--- src/hdl/fblc_pkg.sv ---
// Package for the FAT16 boot layout calculator: constants, status codes and stage types.
package fblc_pkg;

  localparam logic [15:0] SIG_WORD           = 16'hAA55;
  localparam logic [39:0] TYPE_FAT16         = 40'h3631544146;
  localparam int unsigned DIR_ENTRY_LEN      = 32;
  localparam int unsigned DIV_BITS_PER_STAGE = 4;

  typedef enum logic [1:0] {
    ST_VALID      = 2'd0,
    ST_NOT_FAT16  = 2'd1,
    ST_BAD_LAYOUT = 2'd2
  } status_e;

  // carried alongside the root-span divider
  typedef struct packed {
    logic        bad;
    logic [31:0] total;
    logic [23:0] rstart;
    logic [15:0] sb;
    logic [7:0]  cs;
    logic [15:0] res;
  } side1_t;

  // carried alongside the cluster-count divider
  typedef struct packed {
    status_e     status;
    logic [31:0] total;
    logic [20:0] span;
    logic [15:0] res;
    logic [23:0] rstart;
    logic [24:0] dstart;
    logic [31:0] fbo;
    logic [39:0] rbo;
    logic [40:0] dbo;
    logic [23:0] cb;
  } side2_t;

endpackage

--- src/hdl/fblc_div.sv ---
// Pipelined restoring divider, BitsPerStage quotient bits per stage, with a sideband carried along.
module fblc_div
  import fblc_pkg::*;
#(
  parameter int unsigned NumW         = 32,
  parameter int unsigned DenW         = 8,
  parameter int unsigned SideW        = 1,
  parameter int unsigned BitsPerStage = DIV_BITS_PER_STAGE
) (
  input  logic             clk_i,
  input  logic             rst_ni,
  input  logic             vld_i,
  input  logic [NumW-1:0]  num_i,
  input  logic [DenW-1:0]  den_i,
  input  logic [SideW-1:0] side_i,
  output logic             vld_o,
  output logic [NumW-1:0]  quo_o,
  output logic [DenW-1:0]  rem_o,
  output logic [SideW-1:0] side_o
);

  localparam int unsigned NumStages = (NumW + BitsPerStage - 1) / BitsPerStage;

  logic             vld_q  [NumStages];
  logic [NumW-1:0]  acc_q  [NumStages];
  logic [DenW-1:0]  rem_q  [NumStages];
  logic [DenW-1:0]  den_q  [NumStages];
  logic [SideW-1:0] side_q [NumStages];

  for (genvar s = 0; s < NumStages; s++) begin : g_stage
    logic             vld_in;
    logic [NumW-1:0]  acc_in;
    logic [DenW-1:0]  rem_in;
    logic [DenW-1:0]  den_in;
    logic [SideW-1:0] side_in;
    logic [NumW-1:0]  acc_d;
    logic [DenW-1:0]  rem_d;

    if (s == 0) begin : g_first
      assign vld_in  = vld_i;
      assign acc_in  = num_i;
      assign rem_in  = '0;
      assign den_in  = den_i;
      assign side_in = side_i;
    end else begin : g_next
      assign vld_in  = vld_q[s-1];
      assign acc_in  = acc_q[s-1];
      assign rem_in  = rem_q[s-1];
      assign den_in  = den_q[s-1];
      assign side_in = side_q[s-1];
    end

    always_comb begin
      logic [DenW:0] trial;
      acc_d = acc_in;
      rem_d = rem_in;
      trial = '0;
      for (int k = 0; k < BitsPerStage; k++) begin
        if (s * BitsPerStage + k < NumW) begin
          trial = {rem_d, acc_d[NumW-1]};
          if (trial >= {1'b0, den_in}) begin
            trial = trial - {1'b0, den_in};
            acc_d = {acc_d[NumW-2:0], 1'b1};
          end else begin
            acc_d = {acc_d[NumW-2:0], 1'b0};
          end
          rem_d = trial[DenW-1:0];
        end
      end
    end

    always_ff @(posedge clk_i or negedge rst_ni) begin
      if (!rst_ni) begin
        vld_q[s] <= 1'b0;
      end else begin
        vld_q[s] <= vld_in;
      end
    end

    always_ff @(posedge clk_i) begin
      acc_q[s]  <= acc_d;
      rem_q[s]  <= rem_d;
      den_q[s]  <= den_in;
      side_q[s] <= side_in;
    end
  end

  assign vld_o  = vld_q[NumStages-1];
  assign quo_o  = acc_q[NumStages-1];
  assign rem_o  = rem_q[NumStages-1];
  assign side_o = side_q[NumStages-1];

endmodule

--- config.mk ---
export PLATFORM = sky130hd
export DESIGN_NAME = fblc_div
export DESIGN_NICKNAME = d
export VERILOG_FILES = /design/src/hdl/fblc_pkg.sv /design/src/hdl/fblc_div.sv
export SDC_FILE = /design/constraint.sdc
export NUM_CORES = 1
export LEC_CHECK = 0
export ABC_AREA = 1
export BUFFER_PORTS_ARGS = -buffer_cell sky130_fd_sc_hd__buf_4
export CAP_MARGIN = 40
export CORE_ASPECT_RATIO = 0.7
export CORE_MARGIN = 3
export CORE_UTILIZATION = 48
export DETAILED_ROUTE_END_ITERATION = 12
export PLACE_DENSITY_LB_ADDON = 0.05
export SLEW_MARGIN = 10
export SYNTH_ARGS = -nofsm -noshare
export SYNTH_HDL_FRONTEND = slang
export SYNTH_SLANG_ARGS = --single-unit
--- constraint.sdc ---
create_clock -name clk_i -period 7.27 [get_ports clk_i]
set_clock_uncertainty 0.05 [all_clocks]
set_input_delay 0.727 -clock clk_i [delete_from_list [all_inputs] [get_ports clk_i]]
set_output_delay 0.727 -clock clk_i [all_outputs]
set_load 0.01 [all_outputs]
[Word level (Yosys, flattened, before mapping)]
Memories as Yosys holds them, arrays and structs flattened.
Cells that the tools add are included.
Word-level totals
  register bits: 8
  RAM bits: 392
  bits of input ports: 44
  output and inout bits: 42
  logic and storage cells: 140
  memories: 4
Operators by class
  add/subtract/negate cells: 32
  order comparisons: 32
  mux-type cells: 64
Memories
  acc_q: words 8, width 32, rd ports 8, clocked after memory_dff 0, write ports 8, RTL line fblc_div.sv:25  | logic [NumW-1:0] acc_q [NumStages];
  den_q: words 8, width 8, rd ports 7, clocked after memory_dff 0, write ports 8, RTL line fblc_div.sv:27  | logic [DenW-1:0] den_q [NumStages];
  rem_q: words 8, width 8, rd ports 8, clocked after memory_dff 0, write ports 8, RTL line fblc_div.sv:26  | logic [DenW-1:0] rem_q [NumStages];
  side_q: words 8, width 1, rd ports 8, clocked after memory_dff 0, write ports 8, RTL line fblc_div.sv:28  | logic [SideW-1:0] side_q [NumStages];
Operators by type and width (number)
  $ge 9x8->1: 31
  $mux 8: 32
  $sub 8x8->8: 31
  $mux 1: 32
  $ge 1x8->1: 1
  $sub 1x8->8: 1

[Depth between registers and ports, before layout]
Gate-level depths: netlist (run 1).
An unclocked memory read counts as a cell.
  depth after elaboration: 9
  gate-level depth with buffers: 47
  gate-level depth less buffers: 45

[Least setup slack after synthesis (run 1)]
Ideal clock, no wire load.
  path type: in2reg
  from: input num_i[31]
  to: memory rem_q[0][0]
  setup time: 58 ps
  arrival: 5932 ps
  data required time: 7162 ps
  slack: 1230 ps
  stages: 41
  buffers on the path: 1
  path through: inv_1 -> ha_1 -> inv_1 -> ha_1 -> nand2_1 -> nand2_1 -> and2_1 -> inv_1 -> o21ai_0 -> ha_1 -> nand2_1 -> o21ai_2 -> nand4_1 -> nand2_1 -> nand2_1 -> nand4_4 -> o21ai_0 -> inv_1 -> [... 5 more ...] -> a211oi_1 -> nand2_1 -> inv_1 -> nand2_2 -> inv_1 -> buf_4 -> nand2_1 -> o21ai_0 -> ha_1 -> a21oi_1 -> nand2_1 -> nand4_1 -> o211ai_1 -> a211oi_1 -> nand2_1 -> nor2_2 -> nand2_1 -> nand2_1
RTL lines
  start: declaration: RTL line fblc_div.sv:13  | input logic [NumW-1:0] num_i,
  end: declaration: RTL line fblc_div.sv:26

==> flow_summary.yaml, run 1 <==
timing:
  relSlewSlack_pct: 65.6
  fin_crit_ns: 6.70
  tightest_slew_ns: 0.510
  max_freq_mhz: 149
  drv_slew: 0
  period_share_pct: 92.2
  hold_viol_final: 0
  setup_viol: 0
cts:
  cts_tree: "yes"
  clock-sinks: 392
  cts_buffer_depth: 3
  htreeDepth: 2
  clock_latency_ns: 0.54
  clkTransAtPathRegs_ns: 0.07
  numCtsBuffers: 39
  clockRootBuffer: "clkbuf_16"
synth:
  seq_area_frac_synth_pct: 35.0
  synthCells: 2894
  yosys-top-cells-count: "nand2_1, inv_1, dfxtp_1, ha_1, a21oi_1"
  synth_top_flop_cell: "dfxtp_1"
  synthAdderAreaFrac_pct: 16.6
  yosys.area_share.xor_xnor_pct: 5.80
  synth_mux_area_share_pct: 0
  synth-compound-area-share_pct: 8.92
  synth_area_leaders: "dfxtp_1, ha_1, nand2_1, inv_1, xor2_1"
  yosys.area_share.simple_pct: 25.1
  synth.avg_cell_area_um2: 7.78
  synth_top_area_share_pct: 34.1
  async_reset_ff_share_pct: 2.04
  ys_ff_latch: 392
  synth_edf_count: 0
  yosys.area.top_type: "dfxtp_1"
  synth_nets: 3219
  synth.distinct_cells: 55
  synth.most_common_cell: "nand2_1"
  yosysWarnings: 0
  syn_area_um2: 22500
  synth_top_family_by_area: "simple AND/OR/NAND/NOR gates"
setup_path:
  r2r-start: "den_q[3][3]"
  cp_max_fo: 11
  rrSetupSlack_ns: 0.57
  crit_cells: 39
  critPathLaunchType: "flop"
  path_class: "reg -> reg"
  end_kind: "flop"
  r2r_end: "rem_q[1][6]"
  crit_top_cell: "nand2_1"
  cp.required_ns: 7.69
  cp_slowest_cell: "ha_1"
  crit_arrival_ns: 7.12
  cp.buffers_inverters: 6
  critical-path-top-delay-family: "simple AND/OR/NAND/NOR gates"
  cpPeakStageDelay_ns: 0.36
  ff2ff_path_depth: 39
placement:
  portBuffers: 85
  routabilityCongestion: 0.922
  dp.cells: 3569
  dpl.hpwl_um: 43400
cells_and_area:
  area_delta_synth_final_pct: 13.3
  nets: 3351
  drive_gt1_share_pct: 13.2
  layoutNonFillerInstCount: 3658
  nFillCells: 4263
worst_hold_path:
  whs_path_depth: 1
  hold_class: "in -> reg"
  hold_end: "acc_q[0][26]"
  hp-start: "num_i[22]"
die:
  fp-row-count: 65
  coreArea_um2: 45700
  ios: 86
  dieArea_um2: 49600
  initial_core_util_pct: 49.3
  die_w_um: 265
  fp.dieH_um: 187
global_routing:
  grt_pass1_wl_um: 88700
  first_global_vias: 17200
  track_usage_pct: 21.6
  grt_max_degree: 17
  antenna_found_initial: 1
  grt-ovfl-total: 0
route:
  wl_um: 54700
  detail-route-antenna-nets: 0
  vias: 18600
  dr.pass1.iters: 5
  wire_per_inst_um: 15.0
  drc: 0
  viasPerCell: 5.08
  drt-initial-drc-count: 1330
run_status:
  run_status: "completed"
flow_run:
  drv_cap: 0
repair_timing:
item                                    in CTS  in global routing
setup buffers                                0                 16
hold buffers                                 1                  0
endpoints found under the setup margin      17                 71
gates cloned                                 0                  2
endpoints found under the hold margin        8                  0
gates resized for setup                      4                 90
pin swaps                                    0                 19
logic make-up (layout without fill, tap and decap cells):
group                    Yosys count  after routing
AND/OR/NAND/NOR                 1255           1257
buffers and inverters            460            618
flip-flops                       392            392
AO/OA/AOI/OAI                    357            357
adder cells (fa/ha/maj)          281            281
XOR/XNOR                         149            149
other                              0              1
area by class of cell:
| class | count | area, µm² | share of cell area [%] |
|---|---|---|---|
| Clock inverter | 22 | 223 | 0.873 |
| Antenna cell | 1 | 2.50 | 0.00981 |
| Clock buffer | 47 | 1060 | 4.15 |
| Inverter | 414 | 1570 | 6.13 |
| Timing Repair Buffer | 135 | 1030 | 4.03 |
| Sequential cell | 392 | 7900 | 30.9 |
| Multi-Input combinational cell | 2044 | 13000 | 50.9 |
| Tap cell | 603 | 754 | 2.96 |
per-layer routing:
| layer | GRT usage (%) | wire (µm) | up-vias |
|---|---|---|---|
| met4 | 4.26 | 873 | 0 |
| met3 | 3.54 | 3550 | 61 |
| li1 | - | - | 9579 |
| met5 | 0 | 0 | - |
| met2 | 30.8 | 21300 | 486 |
| met1 | 34.0 | 29000 | 8448 |
worst max-delay path by stage:
stage / start / end / slack [ns]
after CTS: den_q[6][1] / rem_q[1][28] / 0.07
after global placement: den_q[4][1] / rem_q[1][9] / -0.14
after global routing: den_q[6][6] / rem_q[1][27] / -0.03
final: den_q[3][3] / rem_q[1][6] / 0.57
after floorplan: num_i[31] / rem_q[0][0] / 1.23
after detailed placement: den_q[6][1] / rem_q[1][28] / -0.13
flip-flops by register name, indices dropped and copies added, names as in the netlist:
register	cells
acc_q	256
rem_q	64
den_q	56
vld_o	1
g_stage.vld_in	7
side_q	8
cell usage in the layout (no fill, tap or decap), drive strengths merged, types with 2 or more instances in the layout:
cell,instances
a21o,7
o21a,10
nand3b,18
o21ai,133
a221oi,8
o211ai,8
dfxtp,384
a21oi,164
a41oi,2
or2,21
inv,415
xnor2,54
nor3,25
nand4,41
clkbuf,47
xor2,95
nor4,4
nand3,165
o311ai,2
nand2,806
clkinv,12
ha,250
bufinv,3
fa,31
a31oi,3
nor2,173
clkinvlp,6
dfrtp,8
buf,134
o21bai,9
o31ai,3
a211oi,5
and2,3
per-stage QoR:
stage	utilization (%)	worst slack, ns	TNS (ns)	instance area, µm²	hold WS, ns
final	55.8	0.566	0	25500	0.237
after global routing	55.8	-0.0296	-0.0632	25500	0.199
after CTS	55.0	0.0675	0	25100	0.205
after detailed placement	52.1	-0.132	-0.987	23800	0.262
after global placement	52.1	-0.143	-2.09	23800	0.260
after floorplan	-	1.23	0	22500	0.260
Power of run 1 is left out: the tool's default activity adds up to more than one toggle a clock period on the data nets, which glitch-free logic cannot reach.
==> run 2, diff against run 1 <==
BUFFER_PORTS_ARGS = default   (was -buffer_cell sky130_fd_sc_hd__buf_4)
DONT_BUFFER_PORTS = 1   (was default)
PLACE_DENSITY_LB_ADDON = default   (was 0.05)
==> run 2 against run 1 <==
Hold slack worse by 0.10 ns. Highest routed layer unchanged. Fmax is 1.4% lower. Utilization is 1.7 points lower. Clock-buffer cell count is 1 lower. Sequential share of layout area is 0.95 points higher. Setup slack worse by 0.094 ns.
==> flow_summary.yaml, run 2 (same netlist as run 1, synthesis figures left out) <==
cells_and_area:
  multi_input_area_um2: 12900
  largestRegisters: "acc_q: 256 flops, rem_q: 64 flops, den_q: 56 flops"
  drive_gt1_share_pct: 10.5
  ff_latch_area_um2: 7890
  final_util_pct: 54.2
  area_delta_synth_final_pct: 9.93
  layout.cells.most_common: "nand2_1"
  diodes: 0
  largest_reg_flops: 256
  largest_register: "acc_q"
  final_cell_mix: "nand2_1, inv_1, dfxtp_1"
  nets: 3260
  nFillCells: 4339
worst_hold_path:
  hold_class: "in -> reg"
  hold_end: "acc_q[0][18]"
  hp-start: "num_i[14]"
  whs_path_depth: 0
cts:
  cts_buffer_depth: 3
  clkTransAtPathRegs_ns: 0.07
  clockRootBuffer: "clkbuf_16"
  cts_tree: "yes"
  clock_latency_ns: 0.56
  numCtsBuffers: 39
  htreeDepth: 2
  clock-sinks: 392
route:
  detail-route-antenna-nets: 0
  wire_per_inst_um: 15.4
  viasPerCell: 5.13
  wl_um: 54800
  drc: 0
  drt-initial-drc-count: 1375
  dr.pass1.iters: 5
  vias: 18300
die:
  coreArea_um2: 45700
  fp.dieH_um: 187
  die_w_um: 265
  ios: 86
  initial_core_util_pct: 49.3
  dieArea_um2: 49600
  fp-row-count: 65
setup_path:
  cp_slowest_cell: "dfxtp_1"
  ff2ff_path_depth: 41
  r2r-start: "den_q[5][3]"
  crit_top_cell: "nand2_1"
  cp-startpoint: "den_q[5][3]"
  critical-path-top-delay-family: "simple AND/OR/NAND/NOR gates"
  r2r_end: "rem_q[1][17]"
  rrSetupSlack_ns: 0.47
  cp.buffers_inverters: 5
  end_kind: "flop"
  critPathLaunchType: "flop"
  crit_arrival_ns: 7.24
  path_class: "reg -> reg"
  cp.required_ns: 7.71
  cp_max_fo: 15
  cpPeakStageDelay_ns: 0.46
timing:
  max_freq_mhz: 147
  period_share_pct: 93.5
  fin_crit_ns: 6.80
  tightest_slew_ns: 0.540
  drv_slew: 0
  setup_viol: 0
  hold_viol_final: 0
  relSlewSlack_pct: 63.6
placement:
  portBuffers: 0
  routabilityCongestion: 0.943
  dpl.hpwl_um: 43200
flow_run:
  drv_cap: 0
global_routing:
  first_global_vias: 16800
  grt_pass1_wl_um: 87700
  grt-ovfl-total: 0
  antenna_found_initial: 2
  track_usage_pct: 21.8
  grt_max_degree: 17
run_status:
  run_status: "completed"
run 2: cell types whose count changed in the layout (fill, tap and decap cells not counted), moves of 3 or more:
cell and delta:
buf_4 -91, inv_4 -3, ha_4 -3, ha_1 +11, ha_2 -8, inv_2 +5, o21ai_0 -3, clkbuf_8 +4
clkbuf_1 -3, inv_6 +3, nand2_1 -3, nand2_2 +4
run 2: how the worst max path moves through the flow:
stage / endpoint / slack (ns) / cells after the start
2_1_floorplan: rem_q[0][0] / 1.23 / 41
3_3_place_gp: rem_q[1][30] / -0.34 / 41
3_5_place_dp: rem_q[1][25] / -0.28 / 40
4_1_cts: rem_q[1][17] / 0.006 / 42
5_1_grt: rem_q[1][14] / -0.06 / 42
6_report: rem_q[1][17] / 0.47 / 41
run 2: per-stage QoR:
stage | setup WS, ns | hold WS, ns | cells | TNS (ns) | cell area [µm²]
final | 0.472 | 0.133 | 3566 | 0 | 24800
after global routing | -0.0607 | 0.101 | 3566 | -0.517 | 24800
after CTS | 0.00574 | 0.0922 | 3558 | 0 | 24500
after detailed placement | -0.275 | 0.262 | 3488 | -2.31 | 23200
after global placement | -0.338 | 0.260 | 3488 | -2.83 | 23200
after floorplan | 1.23 | 0.260 | 2894 | 0 | 22500
run 2: cell type report:
cell class | count | area share [%]
Multi-Input combinational cell | 2044 | 52.3
Tap cell | 603 | 3.05
Clock inverter | 23 | 0.879
Clock buffer | 46 | 4.25
Sequential cell | 392 | 31.9
Inverter | 414 | 6.28
Timing Repair Buffer | 44 | 1.39
run 2: worst reg2reg max path, delay by kind of cell (launching register included):
family                   cells  cell delay, ns
AND/OR/NAND/NOR             21            2.50
adder cells (fa/ha/maj)      4            1.40
flip-flops                   1            0.46
buffers and inverters        5            0.67
AO/OA/AOI/OAI               11            1.65
run 2: per-layer routing:
layer / wire length, µm / GRT usage (%) / vias to the layer above / share of wire (%)
met5: 0 / 0 / - / 0
met4: 901 / 5.11 / 0 / 1.6
met3: 3540 / 3.81 / 55 / 6.5
met2: 21700 / 30.7 / 497 / 40
met1: 28700 / 34.0 / 8334 / 52
li1: - / - / 9397 / -
run 2: timing repair:
item,in CTS,in global routing
gates cloned,0,2
resized for setup,4,81
hold buffers,1,0
setup endpoints to repair,9,63
buffers inserted,0,6
hold endpoints to repair,8,0
pin swaps,0,14
Power of run 2 is left out for the same reason.
